File: config.mk
export PLATFORM = sky130hd
export DESIGN_NAME = hpt_ctrl
export DESIGN_NICKNAME = d
export VERILOG_FILES = /design/src/hw/rtl/hpt_pkg.sv /design/src/hw/rtl/hpt_ctrl.sv
export SDC_FILE = /design/constraint.sdc
export NUM_CORES = 1
export LEC_CHECK = 0
export BUFFER_PORTS_ARGS = -buffer_cell sky130_fd_sc_hd__buf_2
export CORE_AREA = 2 2 39 41
export DETAILED_ROUTE_END_ITERATION = 6
export DIE_AREA = 0 0 41 43
export GPL_ROUTABILITY_DRIVEN = 0
export PLACE_DENSITY = 0.65
export SYNTH_ARGS = -nofsm -noshare
export SYNTH_HDL_FRONTEND = slang
export SYNTH_SLANG_ARGS = --single-unit
File: constraint.sdc
create_clock -name clk_i -period 2.1 [get_ports clk_i]
set_input_delay 0.63 -clock clk_i [delete_from_list [all_inputs] [get_ports clk_i]]
set_output_delay 0.63 -clock clk_i [all_outputs]
set_load 0.05 [all_outputs]
File: src/hw/rtl/hpt_pkg.sv
// Package: constants, types and codes of the hashed page table.
package hpt_pkg;

  // Table geometry
  localparam int BUCKETS = 1024;
  localparam int WAYS    = 4;

  // Field widths
  localparam int ADDR_W    = 32;
  localparam int CFG_W     = 11;
  localparam int PROT_W    = 3;
  localparam int FRAME_W   = 12;
  localparam int STATUS_W  = 2;
  localparam int CFG_RESET = 1024;

  // Page divisor 4000 = 32 * 125: shift, then multiply by reciprocal of 125
  localparam int PAGE_DIV    = 4000;
  localparam int PRE_SHIFT   = 5;
  localparam int ODD_DIV     = PAGE_DIV >> PRE_SHIFT;
  localparam int RECIP_SHIFT = 34;
  localparam longint unsigned RECIP_M =
    ((64'd1 << RECIP_SHIFT) + ODD_DIV - 1) / ODD_DIV;
  localparam int QUO_IN_W = ADDR_W - PRE_SHIFT;
  localparam int RECIP_W  = $clog2(RECIP_M + 1);
  localparam int PROD_W   = QUO_IN_W + RECIP_W;
  localparam int PAGE_W   = PROD_W - RECIP_SHIFT;

  // Bucket select and modulo unit
  localparam int BKT_W     = (BUCKETS > 1) ? $clog2(BUCKETS) : 1;
  localparam int NMOD_W    = BKT_W + 1;
  localparam int MOD_BITS  = 7;
  localparam int MOD_CYC   = (PAGE_W + MOD_BITS - 1) / MOD_BITS;
  localparam int MOD_PAD_W = MOD_CYC * MOD_BITS;
  localparam int MCNT_W    = (MOD_CYC > 1) ? $clog2(MOD_CYC) : 1;

  // Slots and entry store
  localparam int WAY_W       = (WAYS > 1) ? $clog2(WAYS) : 1;
  localparam int FILL_W      = $clog2(WAYS + 1);
  localparam int ENTRY_DEPTH = BUCKETS * WAYS;
  localparam int ENTRY_AW    = (ENTRY_DEPTH > 1) ? $clog2(ENTRY_DEPTH) : 1;

  typedef enum logic [STATUS_W-1:0] {
    ST_INSERTED = 2'd0,
    ST_DROPPED  = 2'd1,
    ST_HIT      = 2'd2,
    ST_MISS     = 2'd3
  } status_e;

  typedef enum logic [3:0] {
    S_CLEAR,
    S_IDLE,
    S_MUL,
    S_MOD,
    S_FILL_RD,
    S_FILL_CHK,
    S_RD,
    S_CMP,
    S_DONE
  } state_e;

  typedef struct packed {
    logic [FRAME_W-1:0] frame;
    logic [PROT_W-1:0]  prot;
    logic               modified;
    logic               referenced;
    logic               cache;
  } map_t;

  typedef struct packed {
    logic [ADDR_W-1:0] addr;
    map_t              map;
  } entry_t;

  localparam int ENTRY_W = $bits(entry_t);

  // Controller to datapath
  typedef struct packed {
    logic    capture;
    logic    mul_en;
    logic    mod_en;
    logic    clr_wr;
    logic    ins_wr;
    logic    fill_cap;
    logic    way_clr;
    logic    way_inc;
    logic    res_set;
    status_e res_status;
    logic    res_hit;
    logic    out_load;
  } cmd_t;

  // Datapath to controller
  typedef struct packed {
    logic lookup;
    logic mod_last;
    logic clr_last;
    logic fill_full;
    logic fill_zero;
    logic hit;
    logic way_last;
  } sts_t;

endpackage

File: src/hw/rtl/hpt_ctrl.sv
// Controller: sequences clearing, hashing, fill read, insert and slot scan.
module hpt_ctrl (
  input  logic          clk_i,
  input  logic          rst_ni,
  input  logic          in_valid_i,
  output logic          in_ready_o,
  output logic          out_valid_o,
  input  logic          out_ready_i,
  input  hpt_pkg::sts_t sts_i,
  output hpt_pkg::cmd_t cmd_o
);
  import hpt_pkg::*;

  state_e state_q, state_d;
  logic   out_valid_q, out_valid_d;

  // State and output-valid registers
  always_ff @(posedge clk_i or negedge rst_ni) begin
    if (!rst_ni) begin
      state_q     <= S_CLEAR;
      out_valid_q <= 1'b0;
    end else begin
      state_q     <= state_d;
      out_valid_q <= out_valid_d;
    end
  end

  // Next state and commands
  always_comb begin
    state_d    = state_q;
    cmd_o      = '0;
    in_ready_o = 1'b0;
    case (state_q)
      S_CLEAR: begin
        cmd_o.clr_wr = 1'b1;
        if (sts_i.clr_last) begin
          state_d = S_IDLE;
        end
      end
      S_IDLE: begin
        in_ready_o = 1'b1;
        if (in_valid_i) begin
          cmd_o.capture = 1'b1;
          state_d       = S_MUL;
        end
      end
      S_MUL: begin
        cmd_o.mul_en = 1'b1;
        state_d      = S_MOD;
      end
      S_MOD: begin
        cmd_o.mod_en = 1'b1;
        if (sts_i.mod_last) begin
          state_d = S_FILL_RD;
        end
      end
      S_FILL_RD: begin
        state_d = S_FILL_CHK;
      end
      S_FILL_CHK: begin
        cmd_o.fill_cap = 1'b1;
        cmd_o.way_clr  = 1'b1;
        if (!sts_i.lookup) begin
          cmd_o.res_set = 1'b1;
          if (sts_i.fill_full) begin
            cmd_o.res_status = ST_DROPPED;
          end else begin
            cmd_o.ins_wr     = 1'b1;
            cmd_o.res_status = ST_INSERTED;
          end
          state_d = S_DONE;
        end else if (sts_i.fill_zero) begin
          cmd_o.res_set    = 1'b1;
          cmd_o.res_status = ST_MISS;
          state_d          = S_DONE;
        end else begin
          state_d = S_RD;
        end
      end
      S_RD: begin
        state_d = S_CMP;
      end
      S_CMP: begin
        if (sts_i.hit) begin
          cmd_o.res_set    = 1'b1;
          cmd_o.res_status = ST_HIT;
          cmd_o.res_hit    = 1'b1;
          state_d          = S_DONE;
        end else if (sts_i.way_last) begin
          cmd_o.res_set    = 1'b1;
          cmd_o.res_status = ST_MISS;
          state_d          = S_DONE;
        end else begin
          cmd_o.way_inc = 1'b1;
          state_d       = S_RD;
        end
      end
      S_DONE: begin
        // hand the result over once the output register is free
        if (!out_valid_q || out_ready_i) begin
          cmd_o.out_load = 1'b1;
          state_d        = S_IDLE;
        end
      end
      default: begin
        state_d = S_IDLE;
      end
    endcase
  end

  // Output register holds until the transfer completes
  assign out_valid_d = cmd_o.out_load | (out_valid_q & ~out_ready_i);
  assign out_valid_o = out_valid_q;

endmodule

==> results of run 1 <==
[area by class of cell]
cell class	count	area (um2)	area share [%]
Clock buffer	4	26.3	3.34
Inverter	1	6.26	0.796
Multi-Input combinational cell	43	357	45.4
Sequential cell	5	128	16.2
Tap cell	16	20.0	2.55
Timing Repair Buffer	33	249	31.7
[metrics by stage]
stage               area (um2)  hold slack [ns]  TNS, ns  setup slack, ns  power, uW
floorplan                  492            0.334   -0.397           -0.383        811
global placement           639            0.448        0            0.142        959
detailed placement         639            0.449        0            0.133        965
CTS                        718            0.185        0          0.00204       1180
global route               786            0.174   -0.157          -0.0674       1330
finish                     786            0.187        0           0.0117       1250
[worst paths after layout]
path	start	to	cells after the start
worst max-delay path	state_q[3]	cmd_o[12]	4
worst min-delay path	rst_ni	out_valid_o	1
worst max register to register	state_q[1]	state_q[0]	3
worst min register to register	state_q[3]	state_q[2]	2
max in group asynchronous	rst_ni	state_q[3]	1
min in group clk_i	state_q[3]	state_q[2]	2
[report_power, final]
part	total, uW	switching (uW)	internal, uW
Clock	117	44.5	72.2
Combinational	955	568	387
Sequential	179	41.8	137
Total	1250	655	596
[flip-flops by register name, indices dropped and copies added, names as in the netlist]
register,flops
state_q,4
out_valid_o,1
[routing by layer]
layer | vias up | track usage, % | wire [um] | share of wire, %
met4 | 0 | 6.00 | 0 | 0
met2 | 20 | 28.1 | 714 | 54
li1 | 262 | - | - | -
met3 | 0 | 6.28 | 88 | 6.6
met5 | - | 0 | 0 | 0
met1 | 247 | 21.0 | 526 | 40
[cells by family (layout without fill, tap and decap cells)]
kind of cell / Yosys count / in the layout / synth area share [%]
compound gates: 12 / 12 / 18.3
buf+inv: 5 / 38 / 7.08
simple gates: 30 / 30 / 45.2
flops: 5 / 5 / 27.2
mux: 1 / 1 / 2.18
[worst max-delay path: cells and delay by family, from the launching register on]
kind          cells  cell delay, ns
flops             1            0.44
simple gates      3            0.62
buf+inv           1            0.13
[layout by cell type, fill, tap and decap left out, types with 2 or more instances in the layout]
cell type  synthesis  routed
a21oi_1            2       2
buf_2              1      16
buf_4              3       6
buf_6              0       9
clkbuf_4           0       4
dfrtp_1            5       3
dfrtp_2            0       2
nand2_1            4       4
nand3b_1           3       3
nor2b_1            3       3
nor3_2             0       2
nor3b_2            1       2
o21ai_2            0       2
[timing repair]
| item | CTS | global route |
|---|---|---|
| setup buffers | 3 | 2 |
| resized for setup | 15 | 18 |
| pin swaps | 4 | 2 |
| endpoints found under the setup margin | 11 | 10 |
==> results.cfg, run 1 <==
[cells_and_area]
syn2layout_area_growth_pct = 71.1
num-nets-final = 98
n_antenna_cell = 0
layout.cells.non_filler = 102
fin_util_pct = 56.8
drive_gt1_share_pct = 64.0
num-fill-cells = 131

[yosys]
synth_warnings = 0
ys_top_cells_by_count = 5 x dfrtp_1, 4 x nand2_1, 4 x o21ai_0
yosys_register_bits = 5
synthMostInstantiatedCell = dfrtp_1
async_flop_share_pct = 100
synth_area_leaders = dfrtp_1 27%, buf_4 4.9%, nand3b_1 4.9%, nand3b_4 4.4%, o21ai_0 4.4%
syn_area_um2 = 459
yosysTopAreaCell = dfrtp_1
synth-edff-count = 0
syn-instance-count = 53
ys_seq_area_share_pct = 27.2
syn_nets = 64
synth_top_area_share_pct = 27.2
syn_avg_cell_area_um2 = 8.66
synth.distinct_cells = 30
ys.flop_type = dfrtp_1

[setup_path]
crit_path_max_incr_delay_ns = 0.44
path_cells = or2_4 -> nor3b_4 -> and2_4 -> buf_8
cp_max_fo = 6
critPathRequiredTime_ns = 1.47
crit_path_end_kind = output port
crit_type = reg -> out
reg2reg_slack_ns = 0.73
crit_slowest_cell = dfrtp_2
start_kind = flop
arrival_ns = 1.46

[sta]
tightest_slew_ns = 0.238
period_share_pct = 99.4
fin_skew_ns = 0.000917
rsz0062_at_grt = true
slew_headroom_pct = 84.1
period_needed_ns = 2.09
hold_viol_final = 0
clock.fmax_ghz = 0.479
slew_violations = 0
setup_viol = 0

[global_routing]
grt_max_degree = 13
grt_pass1_vias = 481
grt_pass1_wl_mm = 2.08
antenna_found_initial = 0
grtUsageTotal_pct = 17.7
overflow = 0

[floorplan]
die-area_um2 = 1760
die_h_um = 43
die_x_um = 41
rows = 14
initial_core_util_pct = 33.2
fp.coreArea_um2 = 1380
ios = 26

[place]
hpwl_um = 882
placed_cells = 94
io_buffer_count = 25

[outcome]
run_status = completed

[power_and_ir_drop]
p_leak_uw = 0.000382
ir_drop_v = 0.000944
powerDensity_nw_per_um2 = 1590

[cts]
hold_buffers = 0
clk_pin_slew_worst_paths_ns = 0.05
clkSinkCount = 5
clock_latency_ns = 0.25
cts_root_buffer = clkbuf_4
cts_buffers = 3
clockBufferDepth = 2
htree_levels = 1
tritoncts = done

[drt]
vias_per_cell = 5.19
ant_nets = 0
dr.pass1.iters = 2
post_drt_wl_per_cell_um = 13.0
first_iter_violations = 6
vias = 529
routed_wirelength_mm = 1.33
drc = 0

[worst_hold_path]
min-delay-path-class = in -> async

[job]
maxCapViolCount = 0
No activity file was read; power rests on OpenSTA's default activity.
==> inputs of run 2 (changes only) <==
Settings changed: ABC_AREA set to 1, PLACE_DENSITY 0.65 to 0.66.
Clock period 2.1 ns to 2 ns, I/O delays scaled along.
==> run 2 against run 1 <==
  * Critical path depth increased by 2
  * Clock-buffer cell count unchanged
  * Routed wire length increased by 1.1%
  * Setup slack improved by 0.048 ns
  * Clock power about the same
  * Synthesized cell count increased by 43%
  * Synthesized area increased by 2.2%
  * Core utilization increased by 5.4 points
  * Critical path type unchanged
  * Largest power group unchanged
==> results.cfg, run 2 <==
[outcome]
run_status = completed

[yosys]
synth_warnings = 0
ys.flop_type = dfrtp_1
ys_seq_area_share_pct = 26.7
syn_nets = 87
syn_avg_cell_area_um2 = 6.17
ys_top_cells_by_count = 15 x nand2_1, 12 x nor2_1, 10 x inv_1, 6 x nand3_1
synth.distinct_cells = 19
yosys_register_bits = 5
synth_area_leaders = dfrtp_1 27%, nand2_1 12%, nor2_1 9.6%, inv_1 8.0%, nand3_1 6.4%
synth_top_area_share_pct = 26.7
synth-edff-count = 0
syn-instance-count = 76
async_flop_share_pct = 100
syn_area_um2 = 469
yosysTopAreaCell = dfrtp_1
synthMostInstantiatedCell = nand2_1

[power_and_ir_drop]
p_switching_uw = 684
p_leak_uw = 0.000492
p_comb_share_pct = 77.1
ir_drop_v = 0.000509
seq_power_share_pct = 13.6
powerDensity_nw_per_um2 = 1430
p_clk_share_pct = 9.3
switching_share_pct = 55.7
power_uw = 1230
internal_power_uw = 543

[cts]
clock_latency_ns = 0.24
htree_levels = 1
clk_pin_slew_worst_paths_ns = 0.04
tritoncts = done
cts_buffers = 3
cts_root_buffer = clkbuf_4
clkSinkCount = 5
hold_buffers = 0
clockBufferDepth = 2

[floorplan]
die_x_um = 41
fp.coreArea_um2 = 1380
die_h_um = 43
die-area_um2 = 1760
rows = 14
ios = 26
initial_core_util_pct = 33.9

[global_routing]
grt_pass1_vias = 549
overflow = 0
antenna_found_initial = 0
grt_pass1_wl_mm = 2.05
grtUsageTotal_pct = 17.0
grt_max_degree = 8

[cells_and_area]
layout_commonest_cell = buf_2
n_antenna_cell = 0
top_register = state_q
num-fill-cells = 135
drive_gt1_share_pct = 60.2
num-nets-final = 125
largest_reg_flops = 4
syn2layout_area_growth_pct = 83.5
mostFrequentLayoutCells = 16 x buf_2, 13 x nand2_1, 10 x buf_4

[job]
maxCapViolCount = 0

[sta]
slew_violations = 0
slew_headroom_pct = 83.6
worst_hold_slack_ns = 0.165
period_needed_ns = 1.94
setup_viol = 0
hold_viol_final = 0
period_share_pct = 97.0
fin_skew_ns = 0.00256
tightest_slew_ns = 0.248
clock.fmax_ghz = 0.515
rsz0062_at_grt = true

[drt]
drc = 0
routed_wirelength_mm = 1.34
dr.pass1.iters = 5
post_drt_wl_per_cell_um = 10.4
vias = 620
ant_nets = 0
first_iter_violations = 10
vias_per_cell = 4.81

[setup_path]
arrival_ns = 1.34
reg2reg_slack_ns = 0.65
reg2reg_depth = 8
critPathRequiredTime_ns = 1.40
cp_max_fo = 7
crit_path_end_kind = output port
crit_type = reg -> out
start_kind = flop

[place]
hpwl_mm = 1.06
io_buffer_count = 25

[worst_hold_path]
min-delay-path-class = in -> async
[run 2: cell count changes after synthesis, sizes merged, moves of 4 or more]
cell / previous run / this run
nor2: 3 / 16
inv: 0 / 14
nor2b: 4 / 0
nand3: 1 / 6
nand2: 4 / 20
[run 2: path summary, 6_finish.rpt]
path | from | to
setup / recovery | state_q[1] | cmd_o[2]
setup reg to reg | state_q[1] | state_q[1]
hold reg to reg | out_valid_o | out_valid_o
hold / removal | rst_ni | state_q[0]
max in group asynchronous | rst_ni | state_q[3]
min in group clk_i | out_ready_i | out_valid_o
[run 2: cell type report]
type / count / area (um2) / area share [%]
multi-input cells: 55 / 377 / 43.7
repair buffers: 35 / 253 / 29.4
well taps: 16 / 20.0 / 2.33
flip-flops and latches: 5 / 125 / 14.5
clock buffers: 4 / 26.3 / 3.05
inverters: 14 / 60.1 / 6.98
[run 2: per-layer routing]
metal  global-route usage, %  wire [um]  part of all wire [%]  vias up
met1                    20.2        545                    41      281
met3                    8.38         86                   6.4        0
li1                        -          -                     -      310
met4                    2.00          0                     0        0
met5                       0          0                     0        -
met2                    27.5        711                    53       29
[run 2: cells by family (layout without fill, tap and decap cells)]
group | Yosys count | in the layout | synth area share, %
AO/OA/AOI/OAI | 4 | 4 | 5.07
flip-flops | 5 | 5 | 26.7
AND/OR/NAND/NOR | 51 | 51 | 53.1
buffers and inverters | 16 | 53 | 15.2
[run 2: stage by stage]
stage / area, um2 / cells / setup slack, ns / TNS, ns / utilization (%)
after floorplan: 510 / 76 / -0.162 / -0.162 / -
final: 861 / 129 / 0.0594 / 0 / 62.2
after CTS: 768 / 127 / 0.00125 / 0 / 55.5
after global placement: 697 / 123 / 0.0750 / 0 / 50.4
after detailed placement: 697 / 123 / 0.0386 / 0 / 50.4
after global routing: 861 / 129 / -0.0210 / -0.0608 / 62.2
[run 2: worst max-delay path, stage by stage (launching register included)]
cell,delay (ns)
dfrtp_1,0.40
buf_6,0.16
nand2_4,0.08
nor2_4,0.13
nand3_2,0.09
o21ai_4,0.07
buf_6,0.17
[run 2: timing repair]
action                                  4_1_cts  5_1_grt
gates resized for setup                      15       23
setup buffers                                 0        2
endpoints found under the setup margin        7        9
pin swaps                                     0        4
[run 2: power groups by stage]
stage	Clock (uW)	Sequential, uW	Combinational [uW]
detailed placement	0	159	790
CTS	121	162	838
global placement	0	156	784
global route	132	170	1030
floorplan	0	180	583
finish	114	167	946
==> inputs of run 3 (changes only) <==
Settings changed: CELL_PAD_IN_SITES_DETAIL_PLACEMENT set to 1, CELL_PAD_IN_SITES_GLOBAL_PLACEMENT set to 1, CORE_AREA 2 2 39 41 to unset, CORE_UTILIZATION set to 27, DIE_AREA 0 0 41 43 to unset, PLACE_DENSITY 0.66 to unset, PLACE_DENSITY_LB_ADDON set to 0.1.
==> run 3 against run 2 <==
  * Clock-buffer cell count stayed put
  * Sequential power is 4% lower
  * The run now ends with DRC, setup timing left
  * Design area is 2.9% higher
  * Critical endpoint is now cmd_o[4]
  * Setup slack worse by 0.062 ns
==> results.cfg, run 3 (synthesis gave the netlist of run 2 again) <==
[outcome]
run_status = finished with violations
violations = DRC, setup timing

[sta]
period_needed_ns = 2.00
worst_hold_slack_ns = 0.166
period_share_pct = 100
clock.fmax_ghz = 0.499
setup_viol = 1
fin_setup_tns_ns = -0.00282
fin_skew_ns = 0.00302
rsz0062_at_grt = true
slew_violations = 0
hold_viol_final = 0
setup_slack_ns = -0.00282
slew_headroom_pct = 84.4
tightest_slew_ns = 0.233

[cells_and_area]
mostFrequentLayoutCells = 13 x nand2_1, 13 x buf_2, 10 x buf_6
seq_area_um2 = 125
num-nets-final = 126
syn2layout_area_growth_pct = 88.8
drive_gt1_share_pct = 58.8
largest_reg_flops = 4
final_cell_area_um2 = 886
top_register = state_q
layout.cells.non_filler = 130
multiInputGateArea_um2 = 377
n_antenna_cell = 0
num-fill-cells = 208

[global_routing]
antenna_found_initial = 0
overflow = 0
grt_pass1_vias = 561
grt.met1_usage_pct = 22.6
use_met2_pct = 26.6
grt_max_degree = 8
busiest_layer = met2
grt_util_met3_pct = 1.25
grtUsageTotal_pct = 16.8
grt_pass1_wl_mm = 2.29

[power_and_ir_drop]
p_leak_uw = 0.000495
power_uw = 1300
powerDensity_nw_per_um2 = 1470
ir_drop_v = 0.000674

[place]
dpl-instance-area_um2 = 689
hpwl_mm = 1.24
placed_cells = 122
io_buffer_count = 25

[floorplan]
fp.coreArea_um2 = 1560
rows = 14
initial_core_util_pct = 30.1
ios = 26
die_x_um = 43.7
die_h_um = 43.7
die-area_um2 = 1910

[setup_path]
r2r_end = state_q[1]
rr_startpoint = state_q[1]
crit_path_end_kind = output port
path_cells = buf_6 -> nor2_4 -> inv_2 -> nor2_4 -> o21ai_2 -> nand2_1 -> buf_6
reg2reg_slack_ns = 0.61
crit_slowest_cell = dfrtp_1
crit_path_max_incr_delay_ns = 0.39
start_kind = flop
cp_max_fo = 4
reg2reg_depth = 8
crit_type = reg -> out
critPathRequiredTime_ns = 1.40
arrival_ns = 1.40

[cts]
htree_levels = 1
clockBufferDepth = 2
cts_root_buffer = clkbuf_4
clk_pin_slew_worst_paths_ns = 0.04
clock_latency_ns = 0.24
tritoncts = done
hold_buffers = 0
cts_buffers = 3
clkSinkCount = 5

[worst_hold_path]
min-delay-path-class = in -> async

[job]
maxCapViolCount = 0

[drt]
drc = 2
vias_per_cell = 4.88
post_drt_wl_per_cell_um = 12.5
vias = 634
first_iter_violations = 11
routed_wirelength_mm = 1.63
ant_nets = 0
dr.pass1.iters = 6
-- run 3: cell type report --
class | instances | area share (%)
repair buffers | 36 | 31.1
well taps | 16 | 2.26
clock buffers | 4 | 2.97
multi-input cells | 55 | 42.5
flip-flops and latches | 5 | 14.1
inverters | 14 | 7.06
-- run 3: how the worst max path moves through the flow --
stage / start / slack [ns] / endpoint / cells past startpoint
final: state_q[3] / -0.003 / cmd_o[4] / 7
after global routing: state_q[3] / -0.09 / cmd_o[4] / 7
after CTS: state_q[1] / -0.02 / cmd_o[2] / 6
after detailed placement: sts_i[6] / 0.04 / cmd_o[2] / 5
after global placement: sts_i[6] / 0.05 / cmd_o[2] / 5
after floorplan: in_valid_i / -0.16 / cmd_o[12] / 2
-- run 3: per-layer routing --
| layer | wire, um | up-vias |
|---|---|---|
| li1 | - | 314 |
| met1 | 780 | 304 |
| met2 | 796 | 14 |
| met3 | 37 | 2 |
| met4 | 15 | 0 |
| met5 | 0 | - |
-- run 3: worst max-delay path, delay by kind of cell, from the launching register on --
kind / cells / cell delay, ns
simple gates: 3 / 0.33
compound gates: 1 / 0.09
buf+inv: 3 / 0.37
flops: 1 / 0.39
-- run 3: where the power goes --
group / internal (uW) / switching [uW]
logic: 371 / 657
registers: 136 / 24.4
clock network: 75.2 / 37.8
total: 583 / 720
-- run 3: through the flow --
stage	setup slack [ns]	utilization, %
finish	-0.00282	56.8
global route	-0.0902	56.8
CTS	-0.0163	49.1
detailed placement	0.0360	44.2
global placement	0.0537	44.2
floorplan	-0.162	-
-- run 3: what timing repair did --
item | CTS | global route
resized for setup | 14 | 27
buffers inserted | 1 | 3
endpoints found under the setup margin | 7 | 12
hold endpoints to repair | 0 | 0
pin swaps | 1 | 3
